<file path="config.mk">
export PLATFORM = sky130hd
export DESIGN_NAME = mac_ip_binding_table_with_aging
export DESIGN_NICKNAME = d
export VERILOG_FILES = /design/src/rtl/mbt_pkg.sv /design/src/rtl/mbt_cell.sv /design/src/rtl/mac_ip_binding_table_with_aging.sv
export SDC_FILE = /design/constraint.sdc
export NUM_CORES = 2
export LEC_CHECK = 0
export CAP_MARGIN = 20
export CORE_ASPECT_RATIO = 1.1
export CORE_MARGIN = 4
export CORE_UTILIZATION = 55
export DETAILED_ROUTE_END_ITERATION = 10
export DONT_BUFFER_PORTS = 1
export GPL_TIMING_DRIVEN = 0
export PLACE_DENSITY = 0.73
export SLEW_MARGIN = 30
export SYNTH_ARGS = -nofsm -noshare
export SYNTH_HDL_FRONTEND = slang
export SYNTH_SLANG_ARGS = --single-unit
export TNS_END_PERCENT = 100
</file>
<file path="constraint.sdc">
create_clock -name clock -period 232.6 [get_ports clock]
set_input_delay 46.52 -clock clock [delete_from_list [all_inputs] [get_ports clock]]
set_output_delay 46.52 -clock clock [all_outputs]
set_load 0.02 [all_outputs]
</file>
<file path="src/rtl/mbt_pkg.sv">
`default_nettype none
package mbt_pkg;

   localparam int TABLE_ENTRIES_DEF = 32;
   // most dump beats emitted for one dump request
   localparam int DUMP_LIMIT = 32;
   localparam int DUMP_CNT_W = $clog2(DUMP_LIMIT + 1);

   localparam logic [1:0] OP_LEARN = 2'd0;
   localparam logic [1:0] OP_TICK  = 2'd1;
   localparam logic [1:0] OP_DUMP  = 2'd2;

   localparam logic [2:0] ST_UPDATED    = 3'd0;
   localparam logic [2:0] ST_INSERTED   = 3'd1;
   localparam logic [2:0] ST_FULL       = 3'd2;
   localparam logic [2:0] ST_DUMP_ENTRY = 3'd3;
   localparam logic [2:0] ST_DUMP_EMPTY = 3'd4;

   typedef struct packed {
      logic [1:0]  operation;
      logic [47:0] client_mac;
      logic [31:0] assigned_ip;
      logic [31:0] lease_seconds;
   } req_type;

   typedef struct packed {
      logic [2:0]  status;
      logic [47:0] entry_mac;
      logic [31:0] entry_ip;
      logic [31:0] seconds_left;
      logic        last;
   } rsp_type;

   typedef struct packed {
      logic        valid;
      logic [47:0] mac;
      logic [31:0] ip;
      logic [31:0] timer;
   } entry_type;

   typedef enum logic [2:0] {
      S_IDLE,
      S_LEARN_SCAN,
      S_LEARN_WRITE,
      S_TICK_SCAN,
      S_DUMP_SCAN,
      S_DUMP_FLUSH
   } state_type;

endpackage
`default_nettype wire

</file>
<file path="src/rtl/mbt_cell.sv">
`default_nettype none
// One table slot of the rotating chain; takes its neighbor's entry on shift.
module mbt_cell (
   input  wire logic               clock,
   input  wire logic               reset,
   input  wire logic               shift,
   input  wire mbt_pkg::entry_type nxt,
   output mbt_pkg::entry_type      cur
);

   logic        valid_ff, valid_in;
   logic [47:0] mac_ff,   mac_in;
   logic [31:0] ip_ff,    ip_in;
   logic [31:0] timer_ff, timer_in;

   always_comb begin
      valid_in = shift ? nxt.valid : valid_ff;
      mac_in   = shift ? nxt.mac   : mac_ff;
      ip_in    = shift ? nxt.ip    : ip_ff;
      timer_in = shift ? nxt.timer : timer_ff;
   end

   always_ff @(posedge clock) begin
      if (reset) begin
         valid_ff <= 1'b0;
      end else begin
         valid_ff <= valid_in;
      end
   end

   always_ff @(posedge clock) begin
      mac_ff   <= mac_in;
      ip_ff    <= ip_in;
      timer_ff <= timer_in;
   end

   assign cur = '{valid: valid_ff, mac: mac_ff, ip: ip_ff, timer: timer_ff};

endmodule
`default_nettype wire

</file>
<file path="src/rtl/mac_ip_binding_table_with_aging.sv">
`default_nettype none
// MAC to IPv4 binding table with per-entry aging. The slots sit in a ring of
// TABLE_ENTRIES cells that rotates one cell per cycle while a request is in
// work and the response side does not hold it; all work is done at the head
// cell, which sees slot k at step k of a rotation, so every request costs
// whole rotations. One request is in work at a time. A learn beat takes one
// rotation to look for the MAC and a free slot and a second rotation to write;
// a tick beat ages every slot in one rotation and gives no response; a dump
// beat takes one rotation and a flush step, and the response side may stall
// both. The response goes through an output register, so the last response
// beat may wait there while the next request is already taken. Dump beats
// come out in slot order, at most 32, the final one flagged with last; an
// empty table dumps a single empty marker. Learn always answers with one beat.
module mac_ip_binding_table_with_aging #(
   parameter int TABLE_ENTRIES = mbt_pkg::TABLE_ENTRIES_DEF
) (
   input  wire logic             clock,
   input  wire logic             reset,
   input  wire logic             req_valid,
   output logic                  req_ready,
   input  wire mbt_pkg::req_type req_data,
   output logic                  rsp_valid,
   input  wire logic             rsp_ready,
   output mbt_pkg::rsp_type      rsp_data
);

   localparam int IW = $clog2(TABLE_ENTRIES);
   localparam logic [IW-1:0] LAST_SLOT = IW'(TABLE_ENTRIES - 1);
   localparam int CW = mbt_pkg::DUMP_CNT_W;

   // ring of slot cells; cell 0 is the head, the tail takes the processed head
   mbt_pkg::entry_type cell_q [TABLE_ENTRIES];
   mbt_pkg::entry_type head_mod;
   logic               shift;

   for (genvar i = 0; i < TABLE_ENTRIES; i++) begin : g_cell
      mbt_pkg::entry_type nxt;
      if (i == TABLE_ENTRIES - 1) begin : g_tail
         assign nxt = head_mod;
      end else begin : g_link
         assign nxt = cell_q[i+1];
      end
      mbt_cell u_cell (
         .clock (clock),
         .reset (reset),
         .shift (shift),
         .nxt   (nxt),
         .cur   (cell_q[i])
      );
   end

   mbt_pkg::entry_type head;
   assign head = cell_q[0];

   // control state
   mbt_pkg::state_type state_ff, state_in;
   logic [IW-1:0]      cnt_ff, cnt_in;
   logic               hit_ff, hit_in;
   logic [IW-1:0]      hit_idx_ff, hit_idx_in;
   logic               free_ff, free_in;
   logic [IW-1:0]      free_idx_ff, free_idx_in;
   logic               held_vld_ff, held_vld_in;
   logic [CW-1:0]      n_ff, n_in;
   logic               rsp_valid_ff, rsp_valid_in;

   // payload registers
   mbt_pkg::req_type   job_ff, job_in;
   mbt_pkg::entry_type held_ff, held_in;
   mbt_pkg::rsp_type   rsp_ff, rsp_in;

   logic accept, out_free, scan_end, take, tgt_here, learn_done;
   logic [IW-1:0] tgt_idx;

   assign accept   = req_valid && req_ready;
   assign out_free = !rsp_valid_ff || rsp_ready;
   assign scan_end = (cnt_ff == LAST_SLOT) && shift;
   // dump picks up a slot while the beat budget lasts
   assign take     = head.valid && (n_ff < CW'(mbt_pkg::DUMP_LIMIT));
   assign tgt_idx  = hit_ff ? hit_idx_ff : free_idx_ff;
   assign tgt_here = (hit_ff || free_ff) && (cnt_ff == tgt_idx);
   assign learn_done = (state_ff == mbt_pkg::S_LEARN_WRITE) && scan_end;

   // next state
   always_comb begin
      state_in = state_ff;
      unique case (state_ff)
         mbt_pkg::S_IDLE: begin
            if (accept) begin
               unique case (req_data.operation)
                  mbt_pkg::OP_LEARN: state_in = mbt_pkg::S_LEARN_SCAN;
                  mbt_pkg::OP_TICK:  state_in = mbt_pkg::S_TICK_SCAN;
                  mbt_pkg::OP_DUMP:  state_in = mbt_pkg::S_DUMP_SCAN;
                  default:           state_in = mbt_pkg::S_IDLE;
               endcase
            end
         end
         mbt_pkg::S_LEARN_SCAN:  if (scan_end) state_in = mbt_pkg::S_LEARN_WRITE;
         mbt_pkg::S_LEARN_WRITE: if (scan_end) state_in = mbt_pkg::S_IDLE;
         mbt_pkg::S_TICK_SCAN:   if (scan_end) state_in = mbt_pkg::S_IDLE;
         mbt_pkg::S_DUMP_SCAN:   if (scan_end) state_in = mbt_pkg::S_DUMP_FLUSH;
         mbt_pkg::S_DUMP_FLUSH:  if (out_free) state_in = mbt_pkg::S_IDLE;
         default:                state_in = mbt_pkg::S_IDLE;
      endcase
   end

   // datapath and outputs
   always_comb begin
      req_ready    = (state_ff == mbt_pkg::S_IDLE);
      shift        = 1'b0;
      head_mod     = head;
      cnt_in       = cnt_ff;
      hit_in       = hit_ff;
      hit_idx_in   = hit_idx_ff;
      free_in      = free_ff;
      free_idx_in  = free_idx_ff;
      held_vld_in  = held_vld_ff;
      held_in      = held_ff;
      n_in         = n_ff;
      job_in       = job_ff;
      rsp_in       = rsp_ff;
      rsp_valid_in = rsp_valid_ff && !rsp_ready;

      unique case (state_ff)
         mbt_pkg::S_IDLE: begin
            if (accept) begin
               job_in      = req_data;
               cnt_in      = '0;
               hit_in      = 1'b0;
               free_in     = 1'b0;
               n_in        = '0;
               held_vld_in = 1'b0;
            end
         end
         mbt_pkg::S_LEARN_SCAN: begin
            shift = 1'b1;
            if (head.valid && !hit_ff && (head.mac == job_ff.client_mac)) begin
               hit_in     = 1'b1;
               hit_idx_in = cnt_ff;
            end
            if (!head.valid && !free_ff) begin
               free_in     = 1'b1;
               free_idx_in = cnt_ff;
            end
         end
         mbt_pkg::S_LEARN_WRITE: begin
            // the final step also loads the response beat
            shift = (cnt_ff != LAST_SLOT) || out_free;
            if (tgt_here) begin
               head_mod = '{valid: 1'b1, mac: job_ff.client_mac,
                            ip: job_ff.assigned_ip, timer: job_ff.lease_seconds};
            end
         end
         mbt_pkg::S_TICK_SCAN: begin
            shift          = 1'b1;
            head_mod.valid = head.valid && (head.timer > 32'd1);
            head_mod.timer = head.timer - 32'd1;
         end
         mbt_pkg::S_DUMP_SCAN: begin
            // a found slot pushes the held one out, which needs the output free
            shift = !(take && held_vld_ff) || out_free;
            if (shift && take) begin
               if (held_vld_ff) begin
                  rsp_in = '{status: mbt_pkg::ST_DUMP_ENTRY, entry_mac: held_ff.mac,
                             entry_ip: held_ff.ip, seconds_left: held_ff.timer,
                             last: 1'b0};
                  rsp_valid_in = 1'b1;
               end
               held_in     = head;
               held_vld_in = 1'b1;
               n_in        = n_ff + CW'(1);
            end
         end
         mbt_pkg::S_DUMP_FLUSH: begin
            if (out_free) begin
               if (held_vld_ff) begin
                  rsp_in = '{status: mbt_pkg::ST_DUMP_ENTRY, entry_mac: held_ff.mac,
                             entry_ip: held_ff.ip, seconds_left: held_ff.timer,
                             last: 1'b1};
               end else begin
                  rsp_in = '{status: mbt_pkg::ST_DUMP_EMPTY, entry_mac: 48'd0,
                             entry_ip: 32'd0, seconds_left: 32'd0, last: 1'b1};
               end
               rsp_valid_in = 1'b1;
               held_vld_in  = 1'b0;
            end
         end
         default: begin
            shift = 1'b0;
         end
      endcase

      if (shift) begin
         cnt_in = (cnt_ff == LAST_SLOT) ? '0 : cnt_ff + IW'(1);
      end

      if (learn_done) begin
         rsp_in.entry_mac = job_ff.client_mac;
         rsp_in.entry_ip  = job_ff.assigned_ip;
         rsp_in.last      = 1'b1;
         if (hit_ff) begin
            rsp_in.status       = mbt_pkg::ST_UPDATED;
            rsp_in.seconds_left = job_ff.lease_seconds;
         end else if (free_ff) begin
            rsp_in.status       = mbt_pkg::ST_INSERTED;
            rsp_in.seconds_left = job_ff.lease_seconds;
         end else begin
            rsp_in.status       = mbt_pkg::ST_FULL;
            rsp_in.seconds_left = 32'd0;
         end
         rsp_valid_in = 1'b1;
      end
   end

   always_ff @(posedge clock) begin
      if (reset) begin
         state_ff     <= mbt_pkg::S_IDLE;
         cnt_ff       <= '0;
         hit_ff       <= 1'b0;
         hit_idx_ff   <= '0;
         free_ff      <= 1'b0;
         free_idx_ff  <= '0;
         held_vld_ff  <= 1'b0;
         n_ff         <= '0;
         rsp_valid_ff <= 1'b0;
      end else begin
         state_ff     <= state_in;
         cnt_ff       <= cnt_in;
         hit_ff       <= hit_in;
         hit_idx_ff   <= hit_idx_in;
         free_ff      <= free_in;
         free_idx_ff  <= free_idx_in;
         held_vld_ff  <= held_vld_in;
         n_ff         <= n_in;
         rsp_valid_ff <= rsp_valid_in;
      end
   end

   always_ff @(posedge clock) begin
      job_ff  <= job_in;
      held_ff <= held_in;
      rsp_ff  <= rsp_in;
   end

   assign rsp_valid = rsp_valid_ff;
   assign rsp_data  = rsp_ff;

`ifndef NO_ASSERTIONS
   // nothing may be held over from a dump once the block is idle
   a_idle_no_held: assert property (@(posedge clock) disable iff (reset)
      req_ready |-> !held_vld_ff)
      else $error("held dump entry left over in idle");

   // a learn search rotation steps one slot per cycle
   a_scan_step: assert property (@(posedge clock) disable iff (reset)
      (state_ff == mbt_pkg::S_LEARN_SCAN) && (cnt_ff != LAST_SLOT)
      |=> cnt_ff == $past(cnt_ff) + IW'(1))
      else $error("learn scan skipped a slot");

   // learn and empty-dump beats always close their request
   a_single_last: assert property (@(posedge clock) disable iff (reset)
      rsp_valid_ff && (rsp_ff.status != mbt_pkg::ST_DUMP_ENTRY) |-> rsp_ff.last)
      else $error("single-beat response without last");

   // dump beat budget never exceeded
   a_dump_budget: assert property (@(posedge clock) disable iff (reset)
      n_ff <= CW'(mbt_pkg::DUMP_LIMIT))
      else $error("dump beat count overflow");
`endif

endmodule
`default_nettype wire
</file>
After elaboration in Yosys (flattened, before gate mapping):

Cells that the tools add are included.

* logic and storage cells: 264
* flip-flop bits (word level): 3984
* output and inout port bits: 118

* $lt $le $gt $ge: 2
* equality and inequality tests: 23
* add/subtract/negate cells: 3
* reduce and logical (&&, ||, !) cells: 45
* mux-type cells: 43

Operators with widths (count)
* 2-to-1 mux 116 bit: 5
* case mux 116 bit (2 select lines): 1
* 2-to-1 mux 113 bit: 1
* 2-to-1 mux 80 bit: 1
* 2-to-1 mux 32 bit: 2
* case mux 32 bit (2 select lines): 1
* == test 48 bit: 1
* greater-than comparator 32 x 1 -> 1 bit, second input constant: 1
* subtractor 32 x 1 -> 32 bit, second input constant: 1
* 2-to-1 mux 5 bit: 5
* 2-to-1 mux 3 bit: 5
* case mux 3 bit (5 select lines): 1
* inequality test 2 bit, second input constant: 7
* logical AND 1 bit: 12
* 2-to-1 mux 6 bit: 2
* case mux 6 bit (2 select lines): 1
* AND reduction 4 bit: 3
* AND reduction 2 bit: 5
* nonzero test 2 bit: 5
* 2-to-1 mux 1 bit: 9
* inequality test 3 bit, second input constant: 3
* case mux 3 bit (3 select lines): 1
* AND reduction 3 bit: 3
* case mux 1 bit (2 select lines): 4
* 21 further kinds: 36

Depth between registers and ports, before layout:

* word-level depth: 10
* gate-level depth with buffers: 12
* mapped depth without buffers: 10

Hierarchy:

From an unflattened synthesis, not the netlist that was laid out.

* cells, all modules: 4988
* area total of the unflattened synthesis: 125121.3 um^2

By module, submodules not included
* mbt_cell: cells an instance 116, times used 32, area each 3404.5 um^2, seq. area each 3383.2 um^2
* mac_ip_binding_table_with_aging: cells an instance 1276, times used 1, area each 16176.8 um^2, seq. area each 10760.3 um^2

Worst setup path after synthesis:

Ideal clock, no wire load.

* path type: input to register
* start: input port rsp_ready
* end: register g_cell[0].u_cell.ip_ff[0], enable pin
* arrival time: 143.597 ns
* path buffers: 2
* data required time: 227.249 ns
* cell stages on the path: 6
* path slack: 83.652 ns
* path through: nand2b_1 o21ai_0 a22o_1 inv_1 clkbuf_1 clkbuf_1

* cells in the longest elaborated chain, start to end: 3

Ends and longest elaborated chain
* start, declared: RTL line mac_ip_binding_table_with_aging.sv:23 `input wire logic rsp_ready,`
* logical OR 1 bit (*): RTL line mac_ip_binding_table_with_aging.sv:75 `assign out_free = !rsp_valid_ff || rsp_ready;`
* logical OR 1 bit, on equally long branches: RTL line mac_ip_binding_table_with_aging.sv:160, mac_ip_binding_table_with_aging.sv:147
* case mux 1 bit (3 select lines) (*): RTL line mac_ip_binding_table_with_aging.sv:123 `unique case (state_ff)`
* via g_cell[0].u_cell.shift: RTL line mbt_cell.sv:6 `input wire logic shift,`
* end signal, assigned: RTL line mbt_cell.sv:33 `ip_ff <= ip_in;`
* end, declared: RTL line mbt_cell.sv:13 `logic [31:0] ip_ff, ip_in;`

Mark *: on every way through the listed nets, which the timed path passes. The rest lies on a longest branch.
A chain may end at the register's enable or synchronous reset.

Worst setup path after layout:

* start: input port rsp_ready
* end: register g_cell[26].u_cell.mac_ff[25], enable pin

* cells in the longest elaborated chain, start to end: 3

Ends and longest elaborated chain
* logical OR 1 bit (*): RTL line mac_ip_binding_table_with_aging.sv:75
* logical OR 1 bit, on equally long branches: RTL line mac_ip_binding_table_with_aging.sv:160, mac_ip_binding_table_with_aging.sv:147
* case mux 1 bit (3 select lines) (*): RTL line mac_ip_binding_table_with_aging.sv:123
* via g_cell[0].u_cell.shift: RTL line mbt_cell.sv:6
* end signal, assigned: RTL line mbt_cell.sv:32 `mac_ff <= mac_in;`
* end, declared: RTL line mbt_cell.sv:12 `logic [47:0] mac_ff, mac_in;`

Marked as above.

==> qor.csv <==
metric,value,unit
die_area,234000,um2
tightest_slew,0.973,ns
period_share,21.9,%
cts_setup_buffers,0,
fin_nets,5670,
post-route-drc-count,0,
seqPwrFrac,61.1,%
netSwitchingFraction,23.0,%
synth_area_leaders,"edfxtp_1 95%, nand2_1 1.5%, dfxtp_1 0.98%",
cp.required,233.21,ns
ctsHoldBuffers,0,
cts_htree_levels,5,
portBuffers,0,
synthAdderAreaFrac,0.0502,%
via_per_inst,5.44,
syn2layout_area_growth,14.5,%
drive_above_1_share,11.8,%
grt.total_usage,17.7,%
grt_setup_unrepaired,false,
dp_worst_setup_slack,180.76,ns
netlist.area_leader.share,94.6,%
num_vias,47800,
synth.most_common_cell,edfxtp_1,
total_power,1.92,mW
synth_xor_area_share,0.401,%
grt_pass1_vias,47900,
grt_pass1_wl,306,mm
powerDensity,13.5,nW/um2
fin_skew,0.0725,ns
fin_area,143000,um2
ys_warn_count,0,
drv_slew,0,
outcome,completed,
setup_slack,181.66,ns
gr-total-overflow,0,
timing.hold.ws,0.355,ns
clk_path_buf_depth,4,
crit_end,g_cell[26].u_cell.mac_ff[25],
synth_edf_count,3923,
layout_min_cycle_time,50.94,ns
hold_path_class,flop to flop,
grt_max_degree,65,
post_cts_resized,0,
p_leak,47.3,nW
fmax,0.0196,GHz
start_kind,input port,
drt-total-wl,206,mm
ios,236,
relSlewSlack,34.7,%
comb_power_share,7.7,%
syn_avg_cell_area,24.6,um2
initial_utilization,55.5,%
reg2reg_depth,21,
r2r_start,cnt_ff[0],
rows,182,
dr.pass1.iters,8,
vdd_drop_max,8.87,uV
wl_per_cell,23.4,um
setup_viol,0,
ys_types,59,
dp_hpwl,116,mm
die_h,507,um
fin_tns_setup,0,ns
yosys_most_used_dff,edfxtp_1,
synthesis.nets,5184,
p_clk_share,31.2,%
path_clk_slew,0.07,ns
intPower,1.48,mW
clock-root-buffer,clkbuf_16,
placed_area,131000,um2
crit_type,input port to flop,
p_switching,0.442,mW
drtIter0Drc,5065,
postSynthCellCount,5061,
hold_viol,0,
cp.arrival,51.56,ns
cts_tree,yes,
syn_area,125000,um2
reg2reg_slack,226.04,ns
yosys-top-cells-count,"3923 x edfxtp_1, 512 x nand2_1, 110 x nand3_1",
synth_top_area_cell,edfxtp_1,
cap_violations,0,
synth-simple-area-share,2.66,%
ys_seq_area_share,95.6,%
synth_top_family_by_area,simple AND/OR/NAND/NOR gates,
ys_seq_elements,3984,
async_reset_ff_share,0,%
numCtsBuffers,375,
r2r_end,g_cell[26].u_cell.mac_ff[25],
synth_mux_area_share,0.121,%
antenna_found_initial,42,
startpoint,rsp_ready,
crit_path_max_fanout,50,
ant_nets,0,
core_area,224000,um2
die_w,462,um
insertion_delay,0.96,ns
place.gp.congestion,0.839,
cts.sinks,3984,
synth_compound_area_share,0.835,%
end_kind,flop,
==> layer usage <==
layer	wire, um	vias to the layer above	track usage, %
met3	15000	473	4.04
met1	89400	24400	26.4
met2	93800	1880	25.9
met5	112	-	0
li1	-	21000	-
met4	7230	16	6.57
==> power by group through the flow <==
stage	sequential [mW]	clock [mW]	combinational [mW]
floorplan	2.14	0	0.0797
global placement	2.43	0	0.111
detailed placement	1.18	0	0.150
CTS	1.18	0.617	0.151
global route	1.19	0.649	0.162
finish	1.17	0.600	0.149
==> registers in the layout (all words and copies together), names as in the netlist <==
| name | count |
|---|---|
| hit_idx_ff | 5 |
| rsp_valid | 1 |
| free_ff | 1 |
| n_ff | 6 |
| free_idx_ff | 5 |
| held_vld_ff | 1 |
| rsp_data | 116 |
| held_ff | 112 |
| state_ff | 3 |
| hit_ff | 1 |
| g_cell.u_cell.valid_ff | 32 |
| job_ff | 112 |
| g_cell.u_cell.timer_ff | 1024 |
| g_cell.u_cell.ip_ff | 1024 |
| cnt_ff | 5 |
| g_cell.u_cell.mac_ff | 1536 |
==> worst min-delay path by stage <==
stage / slack, ns / cells after the start / endpoint / startpoint
finish: 0.36 / 0 / g_cell[28].u_cell.timer_ff[22] / g_cell[29].u_cell.timer_ff[22]
floorplan: 0.40 / 0 / g_cell[0].u_cell.ip_ff[0] / g_cell[1].u_cell.ip_ff[0]
global placement: 0.40 / 0 / g_cell[30].u_cell.mac_ff[31] / g_cell[31].u_cell.mac_ff[31]
global route: 0.35 / 0 / g_cell[10].u_cell.ip_ff[8] / g_cell[11].u_cell.ip_ff[8]
CTS: 0.35 / 0 / g_cell[28].u_cell.timer_ff[22] / g_cell[29].u_cell.timer_ff[22]
detailed placement: 0.40 / 0 / g_cell[0].u_cell.ip_ff[13] / g_cell[1].u_cell.ip_ff[13]
==> kinds of logic (layout without fill, tap and decap cells) <==
| family | Yosys count | count (layout) |
|---|---|---|
| multiplexers | 15 | 15 |
| flip-flops | 3984 | 3984 |
| other | 0 | 8 |
| AND/OR/NAND/NOR | 758 | 758 |
| XOR/XNOR | 57 | 57 |
| AO/OA/AOI/OAI | 147 | 147 |
| buffers and inverters | 95 | 863 |
| adder cells (fa/ha/maj) | 5 | 5 |
==> layout make-up <==
cell class                      count  area (um2)
Inverter                           10        45.0
Fill cell                       13900       81700
Multi-Input combinational cell    982        5090
Clock buffer                      435        9670
Antenna cell                        8        20.0
Clock inverter                    224        2330
Tap cell                         2944        3680
Buffer                             85         400
Sequential cell                  3984      119000
Timing Repair Buffer              109        2320
==> cells in the final DEF (no fill, tap or decap), types with 8 or more instances in the layout <==
master and instances:
a21oi_1 48, a22o_1 33, buf_12 43, buf_16 48, buf_2 16, buf_4 22, bufinv_16 44, clkbuf_1 108
clkbuf_16 378, clkinv_1 79, clkinv_2 51, clkinv_4 8, clkinvlp_4 20, dfxtp_1 61, diode_2 8, edfxtp_1 3923
inv_1 9, inv_6 14, mux2i_1 15, nand2_1 512, nand3_1 110, nand4_1 18, nor2_1 44, nor3_1 14
o211ai_1 21, o21ai_0 9, o311ai_0 9, xnor2_1 49
==> worst max-delay path, stage by stage <==
cell      delay (ns)
nand2b_1        0.21
o21ai_0         0.14
a22o_1          0.21
inv_1           0.09
clkbuf_1        0.47
clkbuf_4        0.61
buf_12          0.30
buf_12          0.25
buf_16          0.28
buf_16          0.28
buf_12          0.29
buf_12          0.30
buf_12          0.28
buf_12          0.29
buf_16          0.28
buf_12          0.29
buf_12          0.29
==> per-stage QoR <==
| stage | util (%) | std cells |
|---|---|---|
| 2_1_floorplan | - | 5061 |
| 5_1_grt | 63.6 | 8774 |
| 3_3_place_gp | 57.2 | 8005 |
| 4_1_cts | 63.6 | 8773 |
| 3_5_place_dp | 58.2 | 8114 |
| 6_report | 63.6 | 8781 |
Note: power is estimated with default switching activity, not from simulation.
